===== config.mk =====
export PLATFORM = sky130hd
export DESIGN_NAME = ordered_address_set_engine
export DESIGN_NICKNAME = d
export VERILOG_FILES = /design/src/hdl/oase_pkg.sv /design/src/hdl/oase_ram.sv /design/src/hdl/oase_ctrl.sv /design/src/hdl/ordered_address_set_engine.sv
export SDC_FILE = /design/constraint.sdc
export NUM_CORES = 2
export LEC_CHECK = 0
export BUFFER_PORTS_ARGS = -buffer_cell sky130_fd_sc_hd__buf_4
export CELL_PAD_IN_SITES_DETAIL_PLACEMENT = 0
export CELL_PAD_IN_SITES_GLOBAL_PLACEMENT = 2
export CORE_UTILIZATION = 50
export CTS_BUF_LIST = sky130_fd_sc_hd__clkbuf_8
export CTS_CLUSTER_DIAMETER = 40
export DETAILED_ROUTE_END_ITERATION = 7
export GPL_TIMING_DRIVEN = 0
export PLACE_DENSITY = 0.86
export SYNTH_ARGS = -nofsm -noshare
export SYNTH_HDL_FRONTEND = slang
export SYNTH_SLANG_ARGS = --single-unit

===== constraint.sdc =====
create_clock -name clk -period 4.75 [get_ports clk]
set_input_delay 0 -clock clk [delete_from_list [all_inputs] [get_ports clk]]
set_output_delay 0 -clock clk [all_outputs]
set_load 0.01 [all_outputs]

===== src/hdl/oase_pkg.sv =====
package oase_pkg;

  localparam int SET_DEPTH = 64;
  localparam int ADDR_BITS = 16;
  localparam int IDX_W     = $clog2(SET_DEPTH);
  localparam int CNT_W     = $clog2(SET_DEPTH + 1);

  typedef enum logic [3:0] {
    ACT_INSERT    = 4'd0,
    ACT_REMOVE    = 4'd1,
    ACT_LOAD_OP   = 4'd2,
    ACT_CLEAR_OP  = 4'd3,
    ACT_UNION     = 4'd4,
    ACT_INTERSECT = 4'd5,
    ACT_DIFF      = 4'd6,
    ACT_READ      = 4'd7,
    ACT_CLEAR     = 4'd8
  } action_t;

  localparam logic [1:0] ST_OK     = 2'd0;
  localparam logic [1:0] ST_DUP    = 2'd1;
  localparam logic [1:0] ST_ABSENT = 2'd2;
  localparam logic [1:0] ST_FULL   = 2'd3;

  typedef struct packed {
    logic [3:0]  action;
    logic [15:0] address;
    logic [5:0]  index;
  } in_item_t;

  typedef struct packed {
    logic [1:0]  status;
    logic [6:0]  member_count;
    logic [15:0] read_value;
  } out_item_t;

  typedef struct packed {
    logic                 we;
    logic [IDX_W-1:0]     waddr;
    logic [ADDR_BITS-1:0] wdata;
    logic [IDX_W-1:0]     raddr;
  } ram_req_t;

endpackage


===== src/hdl/oase_ram.sv =====
module oase_ram #(
  parameter int WIDTH = 16,
  parameter int DEPTH = 64
) (
  input  logic                     clk,
  input  logic                     we,
  input  logic [$clog2(DEPTH)-1:0] waddr,
  input  logic [WIDTH-1:0]         wdata,
  input  logic [$clog2(DEPTH)-1:0] raddr,
  output logic [WIDTH-1:0]         rdata
);

  logic [WIDTH-1:0] mem [DEPTH];

  always_ff @(posedge clk) begin
    if (we) begin
      mem[waddr] <= wdata;
    end
    rdata <= mem[raddr];
  end

endmodule


===== src/hdl/oase_ctrl.sv =====
module oase_ctrl (
  input  logic                          clk,
  input  logic                          rst,
  input  logic                          in_valid,
  output logic                          in_ready,
  input  oase_pkg::in_item_t            in_item,
  output logic                          out_valid,
  input  logic                          out_ready,
  output oase_pkg::out_item_t           out_item,
  output oase_pkg::ram_req_t            set_req,
  input  logic [oase_pkg::ADDR_BITS-1:0] set_rdata,
  output oase_pkg::ram_req_t            op_req,
  input  logic [oase_pkg::ADDR_BITS-1:0] op_rdata
);
  import oase_pkg::*;

  typedef enum logic [3:0] {
    S_IDLE, S_SC_RD, S_SC_CHK, S_POST, S_SH_RD, S_SH_WR,
    S_U_RD, S_U_GET, S_F_RD, S_F_GET, S_RD_WAIT, S_DONE
  } state_t;

  state_t               state;
  logic [3:0]           act;
  logic [ADDR_BITS-1:0] val;
  logic [CNT_W-1:0]     cnt, opc, i, j, w, orig, limit;
  logic                 sc_op, found;
  logic [1:0]           status;
  logic [ADDR_BITS-1:0] rv;

  logic                 full, op_full, keep;
  logic [ADDR_BITS-1:0] sc_data;

  assign full     = (cnt == CNT_W'(SET_DEPTH));
  assign op_full  = (opc == CNT_W'(SET_DEPTH));
  assign keep     = (found == (act == ACT_INTERSECT));
  assign sc_data  = sc_op ? op_rdata : set_rdata;
  assign in_ready = (state == S_IDLE) && (!out_valid || out_ready);

  always_comb begin
    set_req = '0;
    op_req  = '0;
    set_req.wdata = val;
    op_req.wdata  = val;
    set_req.raddr = j[IDX_W-1:0];
    op_req.raddr  = j[IDX_W-1:0];
    unique case (state)
      S_SH_RD, S_F_RD: set_req.raddr = i[IDX_W-1:0];
      S_U_RD:          op_req.raddr  = i[IDX_W-1:0];
      S_IDLE:          set_req.raddr = in_item.index[IDX_W-1:0];
      S_SH_WR: begin
        set_req.we    = 1'b1;
        set_req.waddr = IDX_W'(i - 1'b1);
        set_req.wdata = set_rdata;
      end
      S_POST: begin
        unique case (act)
          ACT_INSERT, ACT_UNION: begin
            set_req.we    = !found && !full;
            set_req.waddr = cnt[IDX_W-1:0];
          end
          ACT_INTERSECT, ACT_DIFF: begin
            set_req.we    = keep;
            set_req.waddr = w[IDX_W-1:0];
          end
          ACT_LOAD_OP: begin
            op_req.we    = !found && !op_full;
            op_req.waddr = opc[IDX_W-1:0];
          end
          default: ;
        endcase
      end
      default: ;
    endcase
  end

  always_ff @(posedge clk) begin
    if (rst) begin
      state     <= S_IDLE;
      cnt       <= '0;
      opc       <= '0;
      out_valid <= 1'b0;
    end else begin
      if (out_valid && out_ready) begin
        out_valid <= 1'b0;
      end
      unique case (state)
        S_IDLE: begin
          if (in_valid && in_ready) begin
            act    <= in_item.action;
            val    <= in_item.address[ADDR_BITS-1:0];
            status <= ST_OK;
            rv     <= '0;
            j      <= '0;
            i      <= '0;
            w      <= '0;
            orig   <= cnt;
            state  <= S_DONE;
            unique case (in_item.action)
              ACT_INSERT, ACT_REMOVE: begin
                sc_op <= 1'b0;
                limit <= cnt;
                state <= S_SC_RD;
              end
              ACT_LOAD_OP: begin
                sc_op <= 1'b1;
                limit <= opc;
                state <= S_SC_RD;
              end
              ACT_CLEAR_OP: opc <= '0;
              ACT_CLEAR:    cnt <= '0;
              ACT_UNION:    state <= S_U_RD;
              ACT_INTERSECT, ACT_DIFF: state <= S_F_RD;
              ACT_READ: begin
                if (CNT_W'(in_item.index) < cnt) begin
                  state <= S_RD_WAIT;
                end else begin
                  status <= ST_ABSENT;
                end
              end
              default: ;
            endcase
          end
        end
        S_SC_RD: begin
          if (j >= limit) begin
            found <= 1'b0;
            state <= S_POST;
          end else begin
            state <= S_SC_CHK;
          end
        end
        S_SC_CHK: begin
          if (sc_data == val) begin
            found <= 1'b1;
            state <= S_POST;
          end else begin
            j     <= j + 1'b1;
            state <= S_SC_RD;
          end
        end
        S_POST: begin
          state <= S_DONE;
          unique case (act)
            ACT_INSERT: begin
              if (found) status <= ST_DUP;
              else if (full) status <= ST_FULL;
              else cnt <= cnt + 1'b1;
            end
            ACT_LOAD_OP: begin
              if (found) status <= ST_DUP;
              else if (op_full) status <= ST_FULL;
              else opc <= opc + 1'b1;
            end
            ACT_REMOVE: begin
              if (!found) begin
                status <= ST_ABSENT;
              end else begin
                i     <= j + 1'b1;
                state <= S_SH_RD;
              end
            end
            ACT_UNION: begin
              if (!found) begin
                if (full) status <= ST_FULL;
                else cnt <= cnt + 1'b1;
              end
              i     <= i + 1'b1;
              state <= S_U_RD;
            end
            ACT_INTERSECT, ACT_DIFF: begin
              if (keep) w <= w + 1'b1;
              i     <= i + 1'b1;
              state <= S_F_RD;
            end
            default: ;
          endcase
        end
        S_SH_RD: begin
          if (i >= cnt) begin
            cnt   <= cnt - 1'b1;
            state <= S_DONE;
          end else begin
            state <= S_SH_WR;
          end
        end
        S_SH_WR: begin
          i     <= i + 1'b1;
          state <= S_SH_RD;
        end
        S_U_RD: begin
          state <= (i >= opc) ? S_DONE : S_U_GET;
        end
        S_U_GET: begin
          val   <= op_rdata;
          j     <= '0;
          sc_op <= 1'b0;
          limit <= orig;
          state <= S_SC_RD;
        end
        S_F_RD: begin
          if (i >= cnt) begin
            cnt   <= w;
            state <= S_DONE;
          end else begin
            state <= S_F_GET;
          end
        end
        S_F_GET: begin
          val   <= set_rdata;
          j     <= '0;
          sc_op <= 1'b1;
          limit <= opc;
          state <= S_SC_RD;
        end
        S_RD_WAIT: begin
          rv    <= set_rdata;
          state <= S_DONE;
        end
        S_DONE: begin
          out_valid             <= 1'b1;
          out_item.status       <= status;
          out_item.member_count <= 7'(cnt);
          out_item.read_value   <= 16'(rv);
          state                 <= S_IDLE;
        end
        default: state <= S_IDLE;
      endcase
    end
  end

endmodule


===== src/hdl/ordered_address_set_engine.sv =====
// Ordered address set engine.
// Input channel in_valid/in_ready/in_item carries one action (insert, remove,
// load operand, clear operand, union, intersect, difference, read, clear).
// Output channel out_valid/out_ready/out_item returns exactly one result per
// action: status, destination member count and read value.
// One action is in flight at a time. Each stored entry that is visited is
// read on the single read port of a RAM: address, then compare.
// Insert, remove and load scan the target set for a match; remove then shifts
// later entries down. Intersect and difference scan the operand per destination
// entry, union scans the destination per operand entry. Read fetches one
// entry; clears, out-of-range reads and unused codes do not visit the RAM.
// A new action is taken once the previous one finishes and its result is
// taken or is being taken in the same cycle. A stalled receiver holds the
// result in the output register and the block waits.
// Reset (rst, synchronous) empties both sets by clearing their counts; RAM
// contents are not cleared, entries past the counts are never read.
module ordered_address_set_engine (
  input  logic                clk,
  input  logic                rst,
  input  logic                in_valid,
  output logic                in_ready,
  input  oase_pkg::in_item_t  in_item,
  output logic                out_valid,
  input  logic                out_ready,
  output oase_pkg::out_item_t out_item
);
  import oase_pkg::*;

  ram_req_t             set_req, op_req;
  logic [ADDR_BITS-1:0] set_rdata, op_rdata;

  oase_ctrl u_ctrl (
    .clk, .rst, .in_valid, .in_ready, .in_item,
    .out_valid, .out_ready, .out_item,
    .set_req, .set_rdata, .op_req, .op_rdata
  );

  oase_ram #(.WIDTH(ADDR_BITS), .DEPTH(SET_DEPTH)) u_set_ram (
    .clk, .we(set_req.we), .waddr(set_req.waddr), .wdata(set_req.wdata),
    .raddr(set_req.raddr), .rdata(set_rdata)
  );

  oase_ram #(.WIDTH(ADDR_BITS), .DEPTH(SET_DEPTH)) u_op_ram (
    .clk, .we(op_req.we), .waddr(op_req.waddr), .wdata(op_req.wdata),
    .raddr(op_req.raddr), .rdata(op_rdata)
  );

endmodule


# Yosys cells after proc, flatten, opt, wreduce, memory -nomap -nowiden
# Memory sizes are Yosys's and may differ from the RTL's. A register that Yosys moved wholly into a read port is not among the register bits.
# Index checks and enable logic that the tools add are counted.
# totals
ramBits	2048
mem_count	2
out_inout_bits	27
input_bits	30
reg_bits	119
# memory_table
memory	depth	width	read_ports	rd_ports_with_merged_regs	write_ports	line_no	rtl
u_op_ram.mem	64	16	1	1	1	oase_ram.sv:13	logic [WIDTH-1:0] mem [DEPTH];
u_set_ram.mem	64	16	1	1	1	oase_ram.sv:13	
# classes
addsub	7
reduce_logical	41
n_eq_ne	50
n_lt_le_gt_ge	4
n_bitwise	1
n_mux	72
# op_table
cell	count
$mux 7	20
$pmux 7 s2	6
$mux 16	4
$pmux 7 s3	3
$pmux 16 s3	1
$eq 4x3->1 const B	11
$pmux 4 s10	1
$add 7x1->7 const B	5
$pmux 16 s2	1
$pmux 7 s4	1
$mux 2	11
$ge 7x7->1	3
$eq 4x2->1 const B	5
$eq 4x4->1 const B	5
$ne 2x2->1 const B	9
$eq 16x16->1	1
$mux 4	4
$pmux 4 s4	1
$eq 7x7->1 const B	2
$eq 4x1->1 const B	3
$logic_not 4->1	3
$ne 2x1->1 const B	6
$ne 3x3->1 const B	4
$pmux 4 s3	1
30 further kinds	64

# Depth between registers and ports, before layout
# depth
depth_word	7
depth_mapped	15
ltp_nobuf	12

# Hierarchy
# A second synthesis with hierarchy kept.
# hier_totals
cells_unflattened	4395
area_unflattened_um2	87352.5
# modules_own_cells
mod	seq_area_each_um2	area_each_um2	instances	cells_per_inst
oase_ram (u_set_ram)	31069.8	40042.2	1	1829
oase_ram (u_op_ram)	31069.8	39978.3	1	1820
oase_ctrl	3383.2	7332.0	1	746

# Worst setup path before layout
# Ideal clock, no wire load.
# synth_path
path_type	reg-to-reg
from	register u_ctrl.act[3]
to	memory u_op_ram.mem[7][0], enable pin
n_path_buf	1
arrival_time_ns	3.624
slack_ns	0.696
stages_incl_launch_ff	7
setup_time_ns	0.430
t_required_ns	4.320
period_less_slack_ns	4.054
path_cell_list	edfxtp_1 clkbuf_1 or4b_1 a311o_1 nor3_1 nand3_1 nor4_1
# synth_between
elab_chain_cells	5
# synth_lines
element	line_no	rtl
start: declaration	oase_ctrl.sv:23	logic [3:0] act;
start signal: assignment	oase_ctrl.sv:89	act <= in_item.action;
$eq 4x2->1 (*)	oase_ctrl.sv:56	unique case (act)
$mux 7 (*)	oase_ctrl.sv:56	
$mux 7 (*)	oase_ctrl.sv:46	unique case (state)
$mux 1	oase_ram.sv:16	if (we) begin
$mux 1 (implied by the code)	oase_ram.sv:17	mem[waddr] <= wdata;
end: declaration	oase_ram.sv:13	
# Every way passes the cells marked *; elsewhere a longest branch is shown, timed or not.

# Worst setup path in the final report
# layout_path
from	register u_ctrl.state[0]
to	memory u_op_ram.mem[45][9], enable pin
# layout_between
elab_chain_cells	4
# layout_lines
element	line_no	rtl
start: declaration	oase_ctrl.sv:22	state_t state;
start signal: assignment	oase_ctrl.sv:191	state <= (i >= opc) ? S_DONE : S_U_GET;
$eq 4x2->1 (*)	oase_ctrl.sv:46	
$mux 7 (*)	oase_ctrl.sv:46	
$mux 1	oase_ram.sv:16	
$mux 1 (implied by the code)	oase_ram.sv:17	
# Marked as above.

==> run metrics <==
die width roughly 420 um; Register-to-Register Path Depth 8; Hold Crit Depth 6; first-pass GRT wire length about 350 mm; largest family of logic cells by synthesized area multiplexers; die height around 420 um; most used flip-flop cell after synthesis edfxtp_1; initial antenna violation count 10; most common cell after layout, fill and taps aside edfxtp_1; CP startpoint kind flip-flop; Num CTS Buffers 378; P&R area growth vs syn 16.1%; die area roughly 180000 um2; EDFF count, synth between 2000 and 2500; CTS tree built; switch share about 37%; wirelength, routed ~240 mm; Synth Area in Simple Gates ~6.3%; Post-Synth Adder-Cell Area 0.487%; Slew Limit Fails 5; P per Cell Area around 600 nW/um2; gr usage total between 20% and 30%; flops & latches, synth ~2200; failing checks max-slew violations, negative setup slack; Initial Util roughly half; register area share after synthesis between 70 and 80%; Int Power approximately 0.038 W; Synth Cell Area a little under 90000 um2; post-placement setup slack -0.782 ns; met3 WL around 26 mm; WL met2 112 mm; reg2reg start u_ctrl.state[0]$_SDFFE_PP0N_; 1st-pass router iterations 6; DR DRC count 0; Comb pwr share about 35%; hold crit path type in2reg; Seq pwr share 39.0%; top layer in use met5; WL met1 around 97 mm; Yosys cell types between 60 and 70; RSZ-0062 raised after global routing true; VDD IR max 0.357 mV; GR Overflow Total 0; largest net degree at the start of global routing 65; Syn Inst Count a little over 5000; Antenna Violating Nets Remaining 0; commonest cells after routing, fill and taps aside edfxtp_1 (2148), nand2_1 (711), clkbuf_8 (389); total power 0.0606 W; crit path kind reg2reg; Final Worst Setup Slack -0.342 ns; HPWL after DPL about 170 mm; YS warnings 0; share of cells above drive strength 1 just under 20%; Layout Skew 0.0884 ns; crit path max fanout 10; crit path from u_ctrl.state[0]$_SDFFE_PP0N_; vias in the first global route 50400; Post-synth ARST share 0%; CTS clk-pin slew, worst paths 0.06 ns; CP Capture Type flip-flop; Slew HR -5.04%; Core ar. 172000 um2; final setup violating endpoints 367; clock group share of total power a little over a quarter; Hold Vio Cnt, Final 0; FP Rows 152; Max Freq roughly 200 MHz; Synthesized Nets 5259; fin crit period roughly 5.1 ns; DR vias about 50000; post-synth top area cell edfxtp_1; LEAKAGE ~34 nW; WL/cell a little under 30 um; Synth top area share between 70% and 80%; mux share of post-synthesis cell area under 10%; CTS H-tree depth 5; gp weighted congestion between 0.9 and 1; status finished with violations; Nets ~5900; I/O Buffers 56; num ports 57; CP Data Arrival Time roughly 5.9 ns; WP data required 5.50 ns; max-cap check violation count 0; Synth Area in XOR/XNOR less than 1%; DRT iter0 DRCs a little over 6000; Sink Count roughly 2200; Hold Startpoint in_item[24]; clock root cell clkbuf_8; clk buf depth 4; Switch Pwr around 0.023 W; Via density between 6 and 7; Worst-Skew Late Latency 1.09 ns; main area contributors after synthesis edfxtp_1 (74%), mux4_2 (6.5%), mux2i_1 (3.2%); Avg Inst Size Synth 16.7 um2; Tcrit/Tclk final 107%; worst slew pin tran between 1.5 and 2 ns; compound-gate portion of the synthesized area 5.97%
[kinds of logic after synthesis]
group	Yosys count
XOR/XNOR	45
multiplexers	533
AND/OR/NAND/NOR	1253
flip-flops	2199
AO/OA/AOI/OAI	789
buffers and inverters	343
adder cells (fa/ha/maj)	34
[critical path: stages, from the launching register on]
cell and delay (ns):
dfxtp_1 0.33, buf_2 0.22, nor2b_1 0.48, nand2_1 0.45, clkbuf_1 0.45, nor3_1 0.56
nand3_1 1.09, nor2_2 0.91, buf_8 0.23
[flip-flops by register name, summed over array words and instances (netlist names), 16 cells and up]
register / flops
u_op_ram.rdata: 16
u_ctrl.val: 16
u_set_ram.mem: 1024
u_op_ram.mem: 1024
u_set_ram.rdata: 16
u_ctrl.out_item: 25
u_ctrl.rv: 16
[power groups by stage]
stage	combinational (W)	sequential (W)	clock, W
2_1_floorplan	0.0111	0.0239	0
3_3_place_gp	0.0187	0.0248	0
3_5_place_dp	0.0202	0.0240	0
4_1_cts	0.0203	0.0236	0.0163
5_1_grt	0.0217	0.0236	0.0171
6_report	0.0209	0.0236	0.0161
[cells in the mapped netlist (19+ instances only)]
library cell	count
a211oi_1	72
a21oi_1	193
a22oi_1	24
a31oi_1	81
a32oi_1	78
and2_1	26
and3_1	84
buf_1	34
buf_2	73
clkbuf_1	199
dfxtp_1	51
edfxtp_1	2148
ha_1	33
inv_1	36
mux2i_1	278
mux4_2	252
nand2_1	729
nand2b_1	19
nand3_1	49
nor2_1	204
nor3_1	24
nor4_1	53
o21ai_0	42
o22ai_1	185
xnor2_1	21
xor2_1	24
[cell type report]
class / count / area, um2
sequential: 2199 / 65500
multi-input combinational: 2654 / 20800
antenna: 2 / 5.00
clock inverter: 273 / 1610
fill: 12900 / 71300
buffer: 307 / 1270
clock buffer: 389 / 5350
inverter: 36 / 135
timing repair buffer: 227 / 3210
tap: 2310 / 2890
[worst paths after layout]
| kind | endpoint | slack (ns) |
|---|---|---|
| worst max-delay path | u_op_ram.mem[45][9]$_DFFE_PP_ | -0.34 |
| worst min-delay path | u_ctrl.state[1]$_SDFFE_PP0N_ | 0.09 |
| worst max register to register | u_op_ram.mem[45][9]$_DFFE_PP_ | -0.34 |
| worst min register to register | u_ctrl.out_item[12]$_DFFE_PP_ | 0.41 |
[what timing repair did]
action | in CTS | in global routing
hold buffers | 47 | 0
pin swaps | 1 | 1
endpoints found under the hold margin | 137 | 0
setup endpoints to repair | 612 | 692
resized for setup | 45 | 73
setup buffers | 0 | 1
[routing by layer]
layer | vias to the layer above | track usage, %
met5 | - | 0
met4 | 4 | 11.4
met3 | 470 | 7.76
met2 | 2597 | 42.4
met1 | 26000 | 38.0
li1 | 21900 | -
[per-stage QoR]
step           hold slack, ns  instance area [um2]  std cells  util (%)  TNS [ns]
3_5_place_dp            0.225                92900       7685      54.0   -125.01
5_1_grt                0.0964               101000       8397      58.6    -77.49
4_1_cts               0.00698               101000       8394      58.4     -8.89
3_3_place_gp            0.225                90200       7562      52.4   -907.21
6_report               0.0883               101000       8397      58.6    -49.50
2_1_floorplan          0.0793                86900       5196         -         0
Note: power is estimated with default switching activity, not from simulation.
